$ cat src/rtl/ordered_slot_array_macros.svh
// Assertion macros shared by the ordered slot array RTL.
`ifndef ORDERED_SLOT_ARRAY_MACROS_SVH
`define ORDERED_SLOT_ARRAY_MACROS_SVH
`ifndef SYNTHESIS
// Plain property check, disabled while reset is high.
`define OSA_ASSERT(label, clk, rst, prop) \
   label: assert property (@(posedge clk) disable iff (rst) (prop)) \
      else $error("ordered_slot_array check failed");
// Implication check: when cond holds, prop must hold in the same cycle.
`define OSA_ASSERT_IMP(label, clk, rst, cond, prop) \
   label: assert property (@(posedge clk) disable iff (rst) (cond) |-> (prop)) \
      else $error("ordered_slot_array check failed");
`else
`define OSA_ASSERT(label, clk, rst, prop)
`define OSA_ASSERT_IMP(label, clk, rst, cond, prop)
`endif
`endif

$ cat src/rtl/osa_pkg.sv
// Types and constants shared by the ordered slot array modules.
package osa_pkg;

   localparam int DEPTH_DEFAULT = 64;
   localparam int CAP_RESET     = 64;
   localparam int WORD_W        = 64;
   localparam int FIELD_W       = 7;

   // Request operation codes.
   typedef enum logic [1:0] {
      OP_INSERT  = 2'd0,
      OP_ERASE   = 2'd1,
      OP_REVERSE = 2'd2,
      OP_READ    = 2'd3
   } op_type;

   // Response status codes.
   typedef enum logic [1:0] {
      ST_DONE  = 2'd0,
      ST_FULL  = 2'd1,
      ST_RANGE = 2'd2
   } status_type;

   // Action that all cells of the chain apply together.
   typedef enum logic [2:0] {
      CELL_HOLD        = 3'd0,
      CELL_INSERT      = 3'd1,
      CELL_SHIFT_DOWN  = 3'd2,
      CELL_ROTATE      = 3'd3,
      CELL_PROBE_LOAD  = 3'd4,
      CELL_PROBE_SHIFT = 3'd5
   } cell_op_type;

   // Sequencer states.
   typedef enum logic [1:0] {
      SEQ_IDLE   = 2'd0,
      SEQ_RUN    = 2'd1,
      SEQ_FINISH = 2'd2
   } seq_state_type;

   typedef struct packed {
      op_type              operation;
      logic [FIELD_W-1:0]  position;
      logic [FIELD_W-1:0]  run_length;
      logic [WORD_W-1:0]   entry_value;
   } req_type;

   typedef struct packed {
      status_type          status;
      logic [FIELD_W-1:0]  length;
      logic [WORD_W-1:0]   read_value;
   } rsp_type;

   // Control broadcast from the sequencer to every cell.
   typedef struct packed {
      cell_op_type         op;
      logic [WORD_W-1:0]   bus;
   } cell_ctrl_type;

endpackage

$ cat src/rtl/osa_cell.sv
// One slot of the chain: holds an entry and a probe word, trades with neighbors.
module osa_cell #(
   parameter int IDX = 0,
   parameter int CW  = 7
) (
   input  logic                          clock,
   input  osa_pkg::cell_ctrl_type        ctrl,
   input  logic [CW-1:0]                 bnd,
   input  logic [osa_pkg::WORD_W-1:0]    left_entry,
   input  logic [osa_pkg::WORD_W-1:0]    right_entry,
   input  logic [osa_pkg::WORD_W-1:0]    right_probe,
   output logic [osa_pkg::WORD_W-1:0]    entry,
   output logic [osa_pkg::WORD_W-1:0]    probe
);

   localparam logic [CW-1:0] SELF = CW'(IDX);

   logic [osa_pkg::WORD_W-1:0] entry_ff, entry_in;
   logic [osa_pkg::WORD_W-1:0] probe_ff, probe_in;

   // Select the next entry and probe word from this slot's place against the boundary.
   always_comb begin
      entry_in = entry_ff;
      probe_in = probe_ff;
      unique case (ctrl.op)
         osa_pkg::CELL_HOLD: begin
            entry_in = entry_ff;
         end
         osa_pkg::CELL_INSERT: begin
            if (SELF > bnd) begin
               entry_in = left_entry;
            end else if (SELF == bnd) begin
               entry_in = ctrl.bus;
            end
         end
         osa_pkg::CELL_SHIFT_DOWN: begin
            if (SELF >= bnd) begin
               entry_in = right_entry;
            end
         end
         osa_pkg::CELL_ROTATE: begin
            if (SELF < bnd) begin
               entry_in = right_entry;
            end else if (SELF == bnd) begin
               entry_in = ctrl.bus;
            end
         end
         osa_pkg::CELL_PROBE_LOAD: begin
            probe_in = (SELF == bnd) ? entry_ff : '0;
         end
         osa_pkg::CELL_PROBE_SHIFT: begin
            probe_in = right_probe;
         end
         default: begin
            entry_in = entry_ff;
         end
      endcase
   end

   // Slot storage; contents are undefined until written.
   always_ff @(posedge clock) begin
      entry_ff <= entry_in;
      probe_ff <= probe_in;
   end

   assign entry = entry_ff;
   assign probe = probe_ff;

endmodule

$ cat config.mk
export PLATFORM = sky130hd
export DESIGN_NAME = osa_cell
export DESIGN_NICKNAME = d
export VERILOG_FILES = /design/src/rtl/ordered_slot_array_macros.svh /design/src/rtl/osa_pkg.sv /design/src/rtl/osa_cell.sv
export SDC_FILE = /design/constraint.sdc
export NUM_CORES = 1
export LEC_CHECK = 0
export BUFFER_PORTS_ARGS = -buffer_cell sky130_fd_sc_hd__buf_4
export CORE_AREA = 3 3 153 155
export CTS_BUF_LIST = sky130_fd_sc_hd__clkbuf_4 sky130_fd_sc_hd__clkbuf_8
export CTS_CLUSTER_DIAMETER = 50
export DETAILED_ROUTE_END_ITERATION = 10
export DIE_AREA = 0 0 156 158
export GPL_ROUTABILITY_DRIVEN = 0
export HOLD_SLACK_MARGIN = 0.03
export PLACE_DENSITY_LB_ADDON = 0.25
export SKIP_CTS_REPAIR_TIMING = 1
export SYNTH_ARGS = -nofsm -noshare
export SYNTH_HDL_FRONTEND = slang
export SYNTH_SLANG_ARGS = --single-unit
export TNS_END_PERCENT = 100
$ cat constraint.sdc
create_clock -name clock -period 10.7 [get_ports clock]
set_clock_uncertainty 0.2 [all_clocks]
set_input_delay 1.07 -clock clock [delete_from_list [all_inputs] [get_ports clock]]
set_output_delay 1.07 -clock clock [all_outputs]
set_load 0.005 [all_outputs]
; Word-level counts from Yosys, hierarchy flattened
; Index checks and enable logic that the tools add are counted.
[op_classes]
order_cmp = 3
eq_ne = 6
mux = 7
reduce_logical = 4
[op_table]
columns = cell, count
row1 = 2-to-1 mux 64 bit, 5
row2 = one-hot mux 64 bit (3 select lines), 1
row3 = one-hot mux 64 bit (2 select lines), 1
row4 = >= comparator 1 x 7 -> 1 bit (first input constant), 1
row5 = > comparator 1 x 7 -> 1 bit (first input constant), 1
row6 = zero test 7 bit, 1
row7 = less-than comparator 1 x 7 -> 1 bit (first input constant), 1
row8 = equality test 3 x 2 -> 1 bit (second input constant), 2
row9 = equality test 3 bit (second input constant), 2
row10 = equality test 3 x 1 -> 1 bit (second input constant), 1
row11 = nonzero test 3 bit, 1
row12 = inequality test 2 bit (second input constant), 1
row13 = AND reduction 2 bit, 1
row14 = nonzero test 2 bit, 1
[totals]
register_bits = 128
in_bits = 267
output_inout_bits = 128
wordCells = 22

; Longest topological paths before layout
[depth]
word_depth = 4
mapped_depth = 5
ltp_nobuf = 3

; Least setup slack after synthesis
; Ideal clock, no wire load.
[synth_path]
kind = input port to flip-flop
start = in bnd[3]
end = reg entry_ff (netlist bit entry[0]), enable pin
setup_time_ns = 0.508
arrival_ns = 4.727
required_time_ns = 9.992
setup_slack_ns = 5.265
path_stages = 3
n_path_buf = 0
path_cell_list = nor4_1 -> nand3_1 -> a21oi_1
[synth_via]
elab_chain_len = 3
[synth_rtl]
columns = element, line
row1 = "start, declared", osa_cell.sv:8  ; input logic [CW-1:0] bnd,
row2 = >= comparator 1 x 7 -> 1 bit, osa_cell.sv:37  ; if (SELF >= bnd) begin
row3 = inequality test 2 bit (no line), n/a
row4 = AND reduction 2 bit (no line), n/a
row5 = "end signal, assigned", osa_cell.sv:62  ; entry_ff <= entry_in;
row6 = "end, declared", osa_cell.sv:18  ; logic [osa_pkg::WORD_W-1:0] entry_ff, entry_in;
; Every way passes these cells.
; A chain may end at the register's enable or synchronous reset.

; Worst setup path in the final report
[layout_path]
start = in bnd[3]
end = reg entry_ff (netlist bit entry[42]) (data pin)
[layout_via]
elab_chain_len = 4
elab_cells_between_ends = 7
classes_between = order compare: 2 / mux: 4 / reduce/logical: 1
[layout_rtl]
columns = element, line
row1 = branches (longest 3 deep; another with less-than comparator 1 x 7 -> 1 bit), n/a
row2 = one-hot mux 64 bit (3 select lines) (*), osa_cell.sv:25  ; unique case (ctrl.op)
row3 = "net entry_in, one bit", osa_cell.sv:18
; Mark *: on every way through the listed nets, which the timed path passes.

==> run metrics <==
Placeable Area=21,960 sq um; Congestion Overflow GR=0; CTS HTree Levels=4; Int Pwr=0.9300 mW; combinational group share of total power=0.137; slowest cell delay on critical path=0.96 ns; largest net degree at the start of global routing=93; RSZ-0062 raised after global routing=no; Distinct cells, synth=18; leakage=4.468 nW; Die Area=24,650 sq um; Seq pwr share=0.481; hold slack=0.4973 ns; later-pin clock latency in the skew report=0.43 ns; Antenna Nets Post-Route=0; CP required=10.63 ns; power share of the clock group=0.381; pwr dens=130.7 nW/um^2; Synth Area per Inst=11.02 sq um; Synth Warn #=0; CTS buffer count=17; CTS max path bufs=2; CTS tree=done; layout cells sized above 1=0.4190; Synth top area share=0.6174; WL final=21,720 microns; Fin. Hold Viols=0; Nets=1,149; drt first-iter violations=480; clock sink count=128; WL/cell=18.48 microns; Final Instance Count excl. Fillers=1,175; Sw Pwr=0.2954 mW; Tmin final=3.675 ns; worst slew pin tran=1.236 ns; DRC=0; Synth Cell Area=6226 sq um; type of origin of the critical path=input pin; max-slew violations=0; sequential element share of the synthesized area=0.6174; critical path type=in2reg; status=completed; clock slew seen by the registers of the worst setup and hold paths=0.08 ns; Vias/cell=4.718; switch share=0.2411; root buffer cell=clkbuf_8; pre-CTS worst setup slack=6.548 ns; Vias=5,544; Post-Place Cells=1,143; Worst path slowest cell=a211oi_4; Max VDD drop=0.07077 mV; Setup Total Neg Slack=0 ns; Cells after Synth=565; Max FO, Critical Path=43; first-pass GRT wire length=31,760 microns; CP Cell Sequence=buf_4, or4_4, a211oi_4, buf_4, a222oi_1; commonest non-fill, non-tap cell in the layout=buf_4; Area Overhead vs Synth=50.60%; GRT Total Usage=0.1681; Relative slew margins=0.1737; most used cell, CP=buf_4; Final Power=1.225 mW; top post-synthesis cells by area=edfxtp_1 (62%), inv_1 (12%), a222oi_1 (10%), o31ai_1 (7.7%), nand2_1 (3.9%); Die Ht=158 microns; ANT cells=0; setup violators final=0; fin crit share=0.3435; design area=9376 sq um; Initial Util=0.2835; Buffers & Inverters on Critical Path=2; Post-DP Area=8945 sq um; first drt pass iteration count=8; Final HPWL DP=14,710 microns; net count after synthesis=832; synthesized flop and latch total=128; IO Port Bufs=330; initial antenna violation count=0; Max Fclk=272.1 MHz; most frequent cells in the layout=buf_4 (337), inv_1 (193), edfxtp_1 (128); post-layout util=0.4270; Worst Hold Class=reg2reg; final worst slack=7.025 ns; vias in the first global route=5,545; Max-cap violations=0; io pins=395; Die Wd=156 microns; cell taking the most area after synthesis=edfxtp_1; Row Count=54; Crit path max-delay family=compound AO/OA/AOI/OAI gates; Worst Path Arrival=3.60 ns; critical path endpoint category=flop
[worst min-delay path, cell delays in order (launching register included)]
cell,delay [ns]
edfxtp_1,0.38
inv_1,0.08
o31ai_1,0.07
[power by group through the flow]
stage / logic, mW / clock network (mW) / registers [mW]
3_5_place_dp: 0.171 / 0 / 0.601
5_1_grt: 0.184 / 0.507 / 0.592
6_report: 0.168 / 0.467 / 0.590
3_3_place_gp: 0.170 / 0 / 0.600
2_1_floorplan: 0.0552 / 0 / 0.605
4_1_cts: 0.171 / 0.482 / 0.590
[sequential cells by signal (all words and copies together), names as in the netlist]
signal / flops
probe: 64
entry: 64
[metal layers]
layer	track usage	share of wire
met5	0	0
met4	0.04373	0.017
met3	0.05714	0.095
met2	0.2920	0.50
met1	0.2001	0.39
[synth_stat cells]
library cell and count:
edfxtp_1 128, o31ai_1 64, a211oi_2 1, nor2b_1 2, nand2_1 65, o31a_1 1, inv_1 193, or3_1 1
and3b_1 1, nor3_1 1, a222oi_1 64, nand3_1 1, buf_2 6, or4_4 1, clkbuf_1 26, a21oi_1 2
nor4_1 1, buf_6 7
[worst paths after layout]
| path | from | end | slack (ns) | cells past startpoint |
|---|---|---|---|---|
| setup / recovery | bnd[3] | entry[42] | 7.02 | 5 |
| hold / removal | entry[3] | probe[3] | 0.50 | 2 |
| setup reg to reg | entry[36] | probe[36] | 9.51 | 2 |
| hold reg to reg | entry[3] | probe[3] | 0.50 | 2 |
[final cells by class]
type / count / area [sq um]
Clock buffer: 18 / 241.5
Inverter: 193 / 724.4
Sequential cell: 128 / 3844
Tap cell: 280 / 350.3
Clock inverter: 14 / 190.2
Timing Repair Buffer: 337 / 2530
Fill cell: 2179 / 12580
Multi-Input combinational cell: 205 / 1496
[logic make-up (layout without fill, tap and decap cells)]
group | count (synthesis) | after routing | synth area share
and+or+nand+nor | 73 | 73 | 0.04803
DFF | 128 | 128 | 0.6174
AOI/OAI and AO/OA | 132 | 132 | 0.1851
buffers and inverters | 232 | 562 | 0.1495
Power figures use the tool's default switching activity.
