`config.mk`:
```
export PLATFORM = sky130hd
export DESIGN_NAME = osa_seq
export DESIGN_NICKNAME = d
export VERILOG_FILES = /design/src/rtl/osa_pkg.sv /design/src/rtl/osa_seq.sv
export VERILOG_INCLUDE_DIRS = /design/src /design/src/rtl
export SDC_FILE = /design/constraint.sdc
export NUM_CORES = 1
export LEC_CHECK = 0
export BUFFER_PORTS_ARGS = -buffer_cell sky130_fd_sc_hd__buf_2
export CAP_MARGIN = 20
export CORE_UTILIZATION = 32
export DETAILED_ROUTE_END_ITERATION = 7
export PLACE_DENSITY = 0.59
export SLEW_MARGIN = 20
export SYNTH_ARGS = -nofsm -noshare
export SYNTH_HDL_FRONTEND = slang
export SYNTH_SLANG_ARGS = --single-unit
```
`constraint.sdc`:
```
create_clock -name clock -period 10.5 [get_ports clock]
set_input_delay 1.575 -clock clock [delete_from_list [all_inputs] [get_ports clock]]
set_output_delay 1.575 -clock clock [all_outputs]
set_load 0.05 [all_outputs]
```
`src/rtl/ordered_slot_array_macros.svh`:
```
// Assertion macros shared by the ordered slot array RTL.
`ifndef ORDERED_SLOT_ARRAY_MACROS_SVH
`define ORDERED_SLOT_ARRAY_MACROS_SVH
`ifndef SYNTHESIS
// Plain property check, disabled while reset is high.
`define OSA_ASSERT(label, clk, rst, prop) \
   label: assert property (@(posedge clk) disable iff (rst) (prop)) \
      else $error("ordered_slot_array check failed");
// Implication check: when cond holds, prop must hold in the same cycle.
`define OSA_ASSERT_IMP(label, clk, rst, cond, prop) \
   label: assert property (@(posedge clk) disable iff (rst) (cond) |-> (prop)) \
      else $error("ordered_slot_array check failed");
`else
`define OSA_ASSERT(label, clk, rst, prop)
`define OSA_ASSERT_IMP(label, clk, rst, cond, prop)
`endif
`endif

```
`src/rtl/osa_pkg.sv`:
```
// Types and constants shared by the ordered slot array modules.
package osa_pkg;

   localparam int DEPTH_DEFAULT = 64;
   localparam int CAP_RESET     = 64;
   localparam int WORD_W        = 64;
   localparam int FIELD_W       = 7;

   // Request operation codes.
   typedef enum logic [1:0] {
      OP_INSERT  = 2'd0,
      OP_ERASE   = 2'd1,
      OP_REVERSE = 2'd2,
      OP_READ    = 2'd3
   } op_type;

   // Response status codes.
   typedef enum logic [1:0] {
      ST_DONE  = 2'd0,
      ST_FULL  = 2'd1,
      ST_RANGE = 2'd2
   } status_type;

   // Action that all cells of the chain apply together.
   typedef enum logic [2:0] {
      CELL_HOLD        = 3'd0,
      CELL_INSERT      = 3'd1,
      CELL_SHIFT_DOWN  = 3'd2,
      CELL_ROTATE      = 3'd3,
      CELL_PROBE_LOAD  = 3'd4,
      CELL_PROBE_SHIFT = 3'd5
   } cell_op_type;

   // Sequencer states.
   typedef enum logic [1:0] {
      SEQ_IDLE   = 2'd0,
      SEQ_RUN    = 2'd1,
      SEQ_FINISH = 2'd2
   } seq_state_type;

   typedef struct packed {
      op_type              operation;
      logic [FIELD_W-1:0]  position;
      logic [FIELD_W-1:0]  run_length;
      logic [WORD_W-1:0]   entry_value;
   } req_type;

   typedef struct packed {
      status_type          status;
      logic [FIELD_W-1:0]  length;
      logic [WORD_W-1:0]   read_value;
   } rsp_type;

   // Control broadcast from the sequencer to every cell.
   typedef struct packed {
      cell_op_type         op;
      logic [WORD_W-1:0]   bus;
   } cell_ctrl_type;

endpackage

```
`src/rtl/osa_seq.sv`:
```
// Sequencer: request checks, length and capacity, step control and response register.
`include "ordered_slot_array_macros.svh"

module osa_seq #(
   parameter int DEPTH = osa_pkg::DEPTH_DEFAULT,
   parameter int CW    = 7
) (
   input  logic                          clock,
   input  logic                          reset,
   input  logic                          req_valid,
   input  osa_pkg::req_type              req_data,
   output logic                          req_stall,
   output logic                          rsp_valid,
   output osa_pkg::rsp_type              rsp_data,
   input  logic                          rsp_stall,
   input  logic                          csr_wen,
   input  logic [osa_pkg::FIELD_W-1:0]   csr_wdata,
   input  logic [osa_pkg::WORD_W-1:0]    cell0_entry,
   input  logic [osa_pkg::WORD_W-1:0]    cell0_probe,
   output osa_pkg::cell_ctrl_type        ctrl,
   output logic [CW-1:0]                 bnd
);

   localparam int CAP_INIT = (osa_pkg::CAP_RESET > DEPTH) ? DEPTH : osa_pkg::CAP_RESET;

   osa_pkg::seq_state_type state_ff, state_in;

   logic [CW-1:0]              cap_ff, cap_in;
   logic [CW-1:0]              count_ff, count_in;
   osa_pkg::op_type            op_ff;
   logic [CW-1:0]              bnd_ff, bnd_in;
   logic [CW-1:0]              steps_ff, steps_in;
   logic                       first_ff;
   osa_pkg::status_type        status_ff;
   logic [osa_pkg::WORD_W-1:0] value_ff;
   logic                       rsp_valid_ff;
   osa_pkg::rsp_type           rsp_data_ff;

   logic                       accept;
   logic                       rsp_load;
   osa_pkg::status_type        chk_status;
   logic [CW-1:0]              chk_count;
   logic [CW-1:0]              chk_steps;
   logic [CW-1:0]              chk_bnd;
   logic [CW-1:0]              pos_w;
   logic [CW-1:0]              run_w;
   logic [CW:0]                pos_run_sum;
   logic [CW-1:0]              wr_cap;

   assign accept   = req_valid && !req_stall;
   assign rsp_load = (state_ff == osa_pkg::SEQ_FINISH) && (!rsp_valid_ff || !rsp_stall);
   assign pos_w    = CW'(req_data.position);
   assign run_w    = CW'(req_data.run_length);
   assign pos_run_sum = {1'b0, pos_w} + {1'b0, run_w};
   assign wr_cap   = (CW'(csr_wdata) > CW'(DEPTH)) ? CW'(DEPTH) : CW'(csr_wdata);

   // Check the request against the current length and capacity and work out the step count.
   always_comb begin
      chk_status = osa_pkg::ST_DONE;
      chk_count  = count_ff;
      chk_steps  = '0;
      chk_bnd    = pos_w;
      unique case (req_data.operation)
         osa_pkg::OP_INSERT: begin
            if (({1'b0, count_ff} + 1'b1) > {1'b0, cap_ff}) begin
               chk_status = osa_pkg::ST_FULL;
            end else if (pos_w > count_ff) begin
               chk_status = osa_pkg::ST_RANGE;
            end else begin
               chk_steps = CW'(1);
               chk_count = count_ff + 1'b1;
            end
         end
         osa_pkg::OP_ERASE: begin
            if (pos_run_sum > {1'b0, count_ff}) begin
               chk_status = osa_pkg::ST_RANGE;
            end else begin
               chk_steps = run_w;
               chk_count = count_ff - run_w;
            end
         end
         osa_pkg::OP_REVERSE: begin
            if (count_ff >= CW'(2)) begin
               chk_steps = count_ff - 1'b1;
               chk_bnd   = count_ff - 1'b1;
            end
         end
         osa_pkg::OP_READ: begin
            if (pos_w >= count_ff) begin
               chk_status = osa_pkg::ST_RANGE;
            end else begin
               chk_steps = pos_w + 1'b1;
            end
         end
      endcase
   end

   // Next state and the per-cycle command to the cell chain.
   always_comb begin
      state_in = state_ff;
      steps_in = steps_ff;
      bnd_in   = bnd_ff;
      ctrl.op  = osa_pkg::CELL_HOLD;
      ctrl.bus = (op_ff == osa_pkg::OP_REVERSE) ? cell0_entry : value_ff;
      unique case (state_ff)
         osa_pkg::SEQ_IDLE: begin
            if (accept) begin
               steps_in = chk_steps;
               bnd_in   = chk_bnd;
               state_in = (chk_steps == '0) ? osa_pkg::SEQ_FINISH : osa_pkg::SEQ_RUN;
            end
         end
         osa_pkg::SEQ_RUN: begin
            unique case (op_ff)
               osa_pkg::OP_INSERT:  ctrl.op = osa_pkg::CELL_INSERT;
               osa_pkg::OP_ERASE:   ctrl.op = osa_pkg::CELL_SHIFT_DOWN;
               osa_pkg::OP_REVERSE: ctrl.op = osa_pkg::CELL_ROTATE;
               osa_pkg::OP_READ: begin
                  ctrl.op = first_ff ? osa_pkg::CELL_PROBE_LOAD : osa_pkg::CELL_PROBE_SHIFT;
               end
            endcase
            steps_in = steps_ff - 1'b1;
            if (op_ff == osa_pkg::OP_REVERSE) begin
               bnd_in = bnd_ff - 1'b1;
            end
            if (steps_ff == CW'(1)) begin
               state_in = osa_pkg::SEQ_FINISH;
            end
         end
         osa_pkg::SEQ_FINISH: begin
            if (rsp_load) begin
               state_in = osa_pkg::SEQ_IDLE;
            end
         end
         default: begin
            state_in = osa_pkg::SEQ_IDLE;
         end
      endcase
   end

   // Capacity and length: a capacity write empties the array, a zero write is dropped.
   always_comb begin
      cap_in   = cap_ff;
      count_in = count_ff;
      if (csr_wen && (csr_wdata != '0)) begin
         cap_in   = wr_cap;
         count_in = '0;
      end else if (accept) begin
         count_in = chk_count;
      end
   end

   // Control registers.
   always_ff @(posedge clock) begin
      if (reset) begin
         state_ff     <= osa_pkg::SEQ_IDLE;
         cap_ff       <= CW'(CAP_INIT);
         count_ff     <= '0;
         steps_ff     <= '0;
         bnd_ff       <= '0;
         rsp_valid_ff <= 1'b0;
      end else begin
         state_ff <= state_in;
         cap_ff   <= cap_in;
         count_ff <= count_in;
         steps_ff <= steps_in;
         bnd_ff   <= bnd_in;
         if (rsp_load) begin
            rsp_valid_ff <= 1'b1;
         end else if (!rsp_stall) begin
            rsp_valid_ff <= 1'b0;
         end
      end
   end

   // Request details and the response word.
   always_ff @(posedge clock) begin
      if (accept) begin
         op_ff     <= req_data.operation;
         status_ff <= chk_status;
         value_ff  <= req_data.entry_value;
         first_ff  <= 1'b1;
      end else if (state_ff == osa_pkg::SEQ_RUN) begin
         first_ff <= 1'b0;
      end
      if (rsp_load) begin
         rsp_data_ff.status <= status_ff;
         rsp_data_ff.length <= count_ff[osa_pkg::FIELD_W-1:0];
         rsp_data_ff.read_value <=
            ((op_ff == osa_pkg::OP_READ) && (status_ff == osa_pkg::ST_DONE)) ?
            cell0_probe : '0;
      end
   end

   assign req_stall = (state_ff != osa_pkg::SEQ_IDLE);
   assign rsp_valid = rsp_valid_ff;
   assign rsp_data  = rsp_data_ff;
   assign bnd       = bnd_ff;

   // Consistency checks on length, capacity, the step counter and the rotate boundary.
   `OSA_ASSERT(a_count_within_cap, clock, reset, count_ff <= cap_ff)
   `OSA_ASSERT(a_cap_legal, clock, reset, (cap_ff != '0) && (cap_ff <= CW'(DEPTH)))
   `OSA_ASSERT_IMP(a_run_has_steps, clock, reset, state_ff == osa_pkg::SEQ_RUN, steps_ff != '0)
   `OSA_ASSERT_IMP(a_rotate_in_range, clock, reset,
      (state_ff == osa_pkg::SEQ_RUN) && (op_ff == osa_pkg::OP_REVERSE), bnd_ff < count_ff)

endmodule

```
**After elaboration in Yosys (flattened, before gate mapping)**

Cells that the tools add are included.

- Register bits after elaboration: 173
- Input bits: 220
- Output and inout bits: 149
- Word-level logic and storage cells: 100

- $add $sub $neg: 8
- Order comparisons: 6
- Equal/unequal tests: 17
- Mux-type cells: 34
- Reductions and logical operators: 22

Operator list:

| operator | number |
|---|---|
| 7-bit two-way mux | 12 |
| 64-bit two-way mux | 1 |
| 7-bit case mux with 2 select lines | 3 |
| 7-bit case mux with 4 select lines | 1 |
| 7-bit by 1-bit subtractor with 7-bit output, second input constant | 3 |
| 8-bit by 7-bit greater-than comparator with 1-bit output | 2 |
| 2-bit two-way mux | 8 |
| 7-bit by 1-bit adder with 7-bit output, second input constant | 2 |
| 2-bit inequality test, second input constant | 7 |
| 2-bit case mux with 3 select lines | 2 |
| 3-bit case mux with 4 select lines | 1 |
| 2-bit == test, second input constant | 5 |
| 7-bit by 1-bit adder with 8-bit output, second input constant | 1 |
| 7-bit by 7-bit adder with 8-bit output | 1 |
| 2-bit logical NOT | 4 |
| 7-bit by 1-bit == test with 1-bit output, second input constant | 1 |
| 7-bit by 2-bit greater-or-equal comparator with 1-bit output, second input constant | 1 |
| 7-bit greater-or-equal comparator | 1 |
| 7-bit greater-than comparator | 1 |
| 7-bit greater-than comparator, second input constant | 1 |
| 7-bit logical NOT | 1 |
| 7-bit nonzero test | 1 |
| 7-bit subtractor | 1 |
| 2-bit by 1-bit == test with 1-bit output, second input constant | 3 |
| 11 further kinds | 23 |

**Longest topological paths before layout**

Gate-level depths: netlist (run 1).

- Depth in word-level cells: 8
- Depth in mapped cells: 16
- Gate-level depth less buffers: 15

**Least setup slack after synthesis (run 1)**

OpenSTA, ideal clock, no wires.

- Kind: input to register
- Start: input rsp_stall
- End: register rsp_data_ff (netlist bit rsp_data[0]) (enable)
- Library setup time: 0.529 ns
- Arrival: 5.135 ns
- Required time: 9.971 ns
- Setup slack: 4.836 ns
- Cell stages on the path: 1
- Path buffers: 0
- Cell sequence: a21oi_1

- Longest elaborated chain between the ends: 3

Ends and longest elaborated chain:

| item | line | source |
|---|---|---|
| start, declared | osa_seq.sv:15 | `input logic rsp_stall,` |
| 1-bit logical NOT | - |  |
| 1-bit logical OR | osa_seq.sv:51 | `assign rsp_load = (state_ff == osa_pkg::SEQ_FINISH) && (!rsp_valid_ff \|\| !rsp_stall);` |
| 1-bit logical AND | osa_seq.sv:51 |  |
| end, declared | osa_seq.sv:37 | `osa_pkg::rsp_type rsp_data_ff;` |

No other way between the ends.
A chain may end at the register's enable or synchronous reset.

**Final worst setup path (run 1)**

- Start: input req_data[64] (netlist bit)
- End: register count_ff[5]

- Longest elaborated chain between the ends: 4
- Elaborated cells between the ends (all ways): 7
- Those cells by class: 2 x add/sub; 1 x order compare; 1 x eq/ne; 2 x mux; 1 x reduce/logical

Ends and longest elaborated chain:

| item | line | source |
|---|---|---|
| start, declared | osa_seq.sv:11 | `input osa_pkg::req_type req_data,` |
| 7-bit by 7-bit adder with 8-bit output | osa_seq.sv:54 | `assign pos_run_sum = {1'b0, pos_w} + {1'b0, run_w};` |
| 8-bit by 7-bit greater-than comparator with 1-bit output | osa_seq.sv:75 | `if (pos_run_sum > {1'b0, count_ff}) begin` |
| 2-bit inequality test (no source line) | - |  |
| 5-bit AND reduction (no source line) | - |  |
| end signal, assigned | osa_seq.sv:165 | `count_ff <= count_in;` |
| end, declared | osa_seq.sv:29 | `logic [CW-1:0] count_ff, count_in;` |

Several ways; a longest one is shown, not always the timed one. The select of a mux whose other input is x is not followed.

==> metrics, run 1 <==
net count after synthesis roughly 970; Placer Congestion 0.864; Die Ht roughly 170 µm; DRT Wirelength 26,200 µm; Slew Limit Fails 0; Starting Density between 30 and 40%; Filler cells 2,514; Async SR Flop Fraction 0%; area of the mapped netlist slightly below 9000 µm²; Via density about 4.8; kind of critical path in2reg; status finished, violations left; initial DRC count 518; Ports between 300 and 400; Avg Cell Area, Syn roughly 12 µm²; initial antenna violation count 4; die area between 20,000 and 30,000 µm²; global route overflow 0; largest area contributor in the netlist edfxtp_1; # H-tree levels 4; Max-slew headroom between 30% and 40%; crit path DAT ~5.5 ns; layout cells sized above 1 45.2%; CTS Buffer Depth 2; ANT cells 0; Post-synth EDFFs 141; Top Family by Delay on Critical Path simple AND/OR/NAND/NOR gates; Detailed Routing Iterations Pass 1 7; Tmin final between 5 and 6 ns; Setup crit end kind register; TNS Setup 0 ns; crit start category input pin; Critical Path, Cell by Cell buf_2 -> ha_1 -> fa_1 -> a21o_1 -> a21oi_1 -> o21bai_1 -> a21oi_1 -> xnor2_1 -> ha_1 -> nand3_1 -> nor2_1 -> a211oi_1 -> nor4_4 -> o2111ai_2 -> or3b_2 -> a21oi_1; die width roughly 170 µm; Routed wire per std cell between 15 and 20 µm; DPL Wire Length 20,200 µm; WP data required 10.86 ns; Rows 59; most numerous cell in the Yosys netlist edfxtp_1; final setup fails 0; vias in the first global route roughly 6,500; Vias between 6,000 and 7,000; top cells by area, synth edfxtp_1 49%, mux2_2 8.5%, dfxtp_1 7.4%; ANT nets after route 0; crit-path max FO 11; RSZ-0062 raised after global routing no; Power Dens Cells 197 nW/µm²; Worst-path clk slew 0.09 ns; Final Hold Violating Endpoints 0; crit path max-delay cell type nor4_4; Final period util between 40% and 50%; sequential fraction of the synthesis area a little under three fifths; Post-synth top cells 141 x edfxtp_1, 67 x and2_1, 65 x mux2_2; Util after Layout a little over two fifths; PostCTS Resize Cnt 0; post-synthesis register bit count roughly 170; postcts setup bufs 0; top cell type's share of synthesized area 49.0%; Max-Cap Viols 0; Worst VDD drop slightly below 90 µV; first-pass GRT wire length about 38,000 µm; Worst Skew 0.0212 ns; fmax between 0.15 and 0.2 GHz; CTS tree yes; clk_lat worst skew between 0.4 and 0.5 ns; Hold WS between 0.4 and 0.5 ns; violated checks design-rule violations; core footprint between 20,000 and 30,000 µm²; Hold-fix buffers, CTS 0; Layout area overhead 32.5%; CTS Buf Count 17; HP Class reg2reg; nets@finish 1,339; Mapped Cells around 700; CTS Sinks approximately 170; Main synth FF type edfxtp_1; # DRC 30; pin count of the biggest net entering global routing 74; Critical Path Most Common Cell a21oi_1; largest stage delay on the critical path just under 0.6 ns; Ys Warns 0; GRT Total Usage about 18%; IO Port Bufs approximately 370; Lkg Pwr 4.97 nW; Yosys cell types 58; Tot Pwr about 2.3 mW; Buf+Inv Stages, Crit Path 1; Worst-Margin Slew approximately 1 ns; CTS root buf clkbuf_16
[metal layers]
layer / routed length, µm / vias to the layer above / global-route usage (%) / share of wire, %
met5: 17 / - / 0 / 0.065
met4: 391 / 2 / 4.95 / 1.5
met3: 1360 / 23 / 3.77 / 5.2
met2: 13800 / 239 / 33.8 / 53
met1: 10600 / 3297 / 21.6 / 40
li1: - / 3322 / - / -
[worst reg2reg max path: stages, from the launching register on]
cell and delay, ns:
dfxtp_1 0.65, ha_1 0.28, nand3_1 0.13, nor3_1 0.22
xnor2_1 0.11, ha_1 0.30, nand3_1 0.09, nor2_1 0.10
nor2_1 0.07, o31ai_1 0.49, o2111ai_2 0.42, or3b_2 0.57
a21oi_1 0.14
[cell type report]
cell class	instances	area, µm²	share of cell area [%]
flip-flops and latches	173	4870	42.5
clock buffers	17	425	3.71
well taps	335	419	3.66
multi-input cells	474	3560	31.1
repair buffers	372	1870	16.3
clock inverters	15	174	1.52
inverters	34	128	1.11
[kinds of logic after synthesis]
logic type / count (synthesis) / synth area share, %
AOI/OAI and AO/OA: 129 / 9.74
xor gates and xnor gates: 23 / 2.33
adders and majority gates: 47 / 6.97
buffers and inverters: 58 / 2.68
DFF: 173 / 56.4
muxes: 69 / 8.93
and+or+nand+nor: 206 / 13.0
[sequential cells by signal (all words and copies together) (netlist names)]
signal     flops
first_ff       1
state_ff       2
cap_ff         7
status_ff      2
rsp_data      73
bnd            7
steps_ff       7
value_ff      64
op_ff          2
count_ff       7
rsp_valid      1
[layout by cell type, fill, tap and decap left out, types with 7 or more instances in the layout]
| master | n |
|---|---|
| nor2_1 | 47 |
| a211oi_1 | 9 |
| xnor2_1 | 16 |
| a21oi_1 | 43 |
| xor2_1 | 7 |
| a21o_1 | 9 |
| nor2b_1 | 8 |
| nand2_1 | 21 |
| nor3_1 | 11 |
| nand3_1 | 18 |
| o21ai_0 | 23 |
| and2_1 | 67 |
| edfxtp_1 | 141 |
| a22oi_1 | 9 |
| dfxtp_1 | 32 |
| ha_1 | 44 |
| clkbuf_16 | 17 |
| buf_2 | 368 |
| mux2_2 | 65 |
| inv_1 | 33 |
[stage by stage]
stage	worst slack, ns	instance area, µm²	std cells
floorplan	4.84	8650	705
global placement	5.06	10900	1388
detailed placement	4.89	10900	1388
CTS	5.35	11500	1420
global route	5.11	11500	1420
finish	5.34	11500	1420
[final timing paths]
| kind | from | end | slack, ns | depth (start not counted) |
|---|---|---|---|---|
| worst max register to register | count_ff[1] | count_ff[5] | 6.88 | 12 |
| worst max-delay path | req_data[64] | count_ff[5] | 5.34 | 16 |
| worst min register to register | first_ff | first_ff | 0.44 | 2 |
| worst min-delay path | first_ff | first_ff | 0.44 | 2 |
[where the power goes]
part	internal [mW]	switching [mW]
sequential	0.857	0.0344
combinational	0.193	0.530
clock	0.341	0.307
No activity file was read; power rests on OpenSTA's default activity.
==> run 2, diff against run 1 <==
Settings changed: ABC_AREA set to 1.
Clock period 10.5 ns to 5 ns, I/O delays scaled along.
==> run 2 against run 1 <==
  * The flow now finishes without violations
  * Clock power rose by 100%
  * Worst setup slack got worse by 3.7 ns
  * Global-route usage barely moved
  * Cell count rose by 24%
  * Synthesized cell count rose by 43%
  * Clock-buffer cell count did not move
  * Clock skew fell by 0.0079 ns
  * Register-to-register slack got worse by 4.8 ns
  * Total power rose to 2.7 times the previous value
  * Die area rose by 3.4%
  * Highest routed layer is now met4
==> metrics, run 2 <==
WP data required 5.31 ns (-5.55 ns); CTS root buf clkbuf_16; ANT nets after route 0 (unchanged); Vias 7,816 (+14%); Worst VDD drop 291 µV (+230%); post-synthesis compound-gate area fraction 6.53% (-3.2 points); area of the mapped netlist 8950 µm² (+3.5%); DRT Wirelength 26,500 µm (+1.0%); Worst-Margin Slew 0.975 ns (-0.0136 ns); Final period util approximately two thirds; pin count of the biggest net entering global routing 74 (unchanged); GRT Total Usage 18.4% (about the same); Ys Warns 0 (unchanged); Critical Path Most Common Cell nand2_1; # DRC 0 (-100%); max reg flops 73 (unchanged); Rows 60 (+1.7%); CTS Buf Count 17 (unchanged); die area 28,600 µm² (+3.4%); Worst Skew 0.0134 ns (-0.00790 ns); crit path max-delay cell type fa_1; core footprint 27,200 µm² (+3.4%); Layout area overhead 32.0%; pre-CTS setup slack 1.23 ns (-3.66 ns); Post-synth top cells 307 x nand2_1, 141 x edfxtp_1, 137 x inv_1; Max-slew headroom 35.0% (+0.90 points); HP Class reg2reg; vias in the first global route 7,562 (+16%); initial DRC count 458 (-12%); Ports 369 (unchanged); TNS Setup 0 ns (unchanged); Yosys cell types 41 (-29%); Setup crit end kind register; final setup fails 0 (unchanged); PostCTS Resize Cnt 0 (unchanged); most frequent cells in the layout 368 x buf_2, 306 x nand2_1, 141 x edfxtp_1; synthesized-area fraction occupied by adder cells 6.74% (-0.23 points); most numerous cell in the Yosys netlist nand2_1; largest family of logic cells by synthesized area simple AND/OR/NAND/NOR gates; largest area contributor in the netlist edfxtp_1; Final Hold Violating Endpoints 0 (unchanged); CTS tree yes; Power Dens Cells 516 nW/µm² (+160%); Filler cells 2,799 (+11%); DPL Wire Length 20,700 µm (+2.4%); Util after Layout 43.5% (-0.13 points); global route overflow 0 (unchanged); Post-synth EDFFs 141 (unchanged); Mapped Cells 1,011 (+43%); initial antenna violation count 2 (-2); largest stage delay on the critical path 0.40 ns (-0.18 ns); kind of critical path in2reg; IO Port Bufs 368 (unchanged); nets@finish 1,645 (+23%); clk_lat worst skew 0.42 ns (about the same); Async SR Flop Fraction 0% (unchanged); # H-tree levels 4 (unchanged); Tmin final 3.35 ns; crit path DAT 3.67 ns (-1.85 ns); net count after synthesis 1,278 (+31%); Critical Path, Cell by Cell buf_2 -> ha_1 -> fa_1 -> nand3_1 -> nand2_1 -> a21o_1 -> a21oi_1 -> xnor2_1 -> ha_1 -> inv_1 -> nor2_1 -> nand4_1 -> nand2_1 -> nand2_1 -> nand2_1 -> nand3_2 -> o21ai_0 -> a21oi_1; Via density 4.43 (-8.6%); postcts setup bufs 0 (unchanged); post-synthesis mux area share 0% (-8.9 points); crit-path max FO 14 (+3); worst setup margin 1.65 ns (-3.69 ns); status completed; Placer Congestion 0.869 (+0.53%); Main synth FF type edfxtp_1; sequential fraction of the synthesis area 54.5% (-1.9 points); Simple-Gate Fraction of Synth Area 22.3% (+9.3 points); commonest non-fill, non-tap cell in the layout buf_2; post-synthesis register bit count 173 (unchanged); Die Ht 169 µm (+1.7%); top cell type's share of synthesized area 47.3% (-1.6 points); Hold-fix buffers, CTS 0 (unchanged); Max-Cap Viols 0 (unchanged); die width 169 µm (+1.7%); busiest layer in global routing met2; RSZ-0062 raised after global routing no; crit start category input pin; fmax between 0.2 and 0.3 GHz; Lkg Pwr 5.98 nW (+20%); Starting Density 32.9% (about the same); CTS Sinks 173 (unchanged); GR Layer Usage met3 3.68% (-0.081 points); Slew Limit Fails 0 (unchanged); CTS Buffer Depth 2 (unchanged); Routed wire per std cell 15.0 µm (-19%); Avg Cell Area, Syn 8.85 µm² (-28%); GRT met2 Usage 34.2% (+0.38 points); met1 Usage GRT 21.0% (-0.65 points); Post-Synth XOR/XNOR Area 2.54% (+0.22 points); Worst-path clk slew 0.08 ns (about the same); layout cells sized above 1 32.0% (-13 points); Detailed Routing Iterations Pass 1 4 (-3); top cells by area, synth edfxtp_1 47%, nand2_1 13%, dfxtp_1 7.2%; first-pass GRT wire length 40,300 µm (+5.2%)
-- run 2: power breakdown --
group	internal (mW)	switching, mW	leakage [nW]	total [mW]
Sequential	1.99	0.119	1.60	2.11
Clock	0.674	0.647	0.288	1.32
Combinational	0.579	2.09	4.09	2.66
Total	3.24	2.85	5.98	6.09
-- run 2: cell families (layout without fill, tap and decap cells) --
group	Yosys count	count (layout)
DFF	173	173
adders and majority gates	47	47
xor gates and xnor gates	26	26
and+or+nand+nor	493	493
other	0	2
buffers and inverters	171	551
AOI/OAI and AO/OA	101	101
-- run 2: per-stage QoR --
| stage | instance area, µm² | power (mW) | hold slack [ns] | instances |
|---|---|---|---|---|
| 6_report | 11800 | 6.09 | 0.467 | 1765 |
| 2_1_floorplan | 8950 | 4.14 | 0.427 | 1011 |
| 4_1_cts | 11800 | 6.18 | 0.470 | 1763 |
| 5_1_grt | 11800 | 6.43 | 0.459 | 1765 |
| 3_3_place_gp | 11200 | 4.81 | 0.455 | 1731 |
| 3_5_place_dp | 11200 | 4.83 | 0.461 | 1731 |
-- run 2: path summary, 6_finish.rpt --
path,endpoint,startpoint,slack (ns),cells past startpoint
hold reg to reg,cap_ff[5],cap_ff[5],0.47,2
setup reg to reg,count_ff[6],count_ff[0],2.05,14
setup / recovery,count_ff[6],req_data[64],1.65,18
hold / removal,cap_ff[5],cap_ff[5],0.47,2
-- run 2: area by class of cell --
class	count	area, µm²	share of cell area [%]
timing repair buffer	375	1890	16.0
clock buffer	17	425	3.60
inverter	144	546	4.62
clock inverter	15	171	1.45
tap	372	465	3.94
multi-input combinational	667	3430	29.0
antenna	2	5.00	0.0424
sequential	173	4870	41.3
-- run 2: per-layer routing --
metal  vias to the layer above  part of all wire, %
met5                         -                    0
met4                         0                  1.8
met3                        24                  5.5
met2                       225                   53
met1                      3588                   40
li1                       3979                    -
-- run 2: critical path, delay by kind of cell --
kind / cells / cell delay (ns)
AOI/OAI and AO/OA: 4 / 0.67
adders and majority gates: 3 / 0.90
xor gates and xnor gates: 1 / 0.09
and+or+nand+nor: 8 / 1.09
buffers and inverters: 2 / 0.17
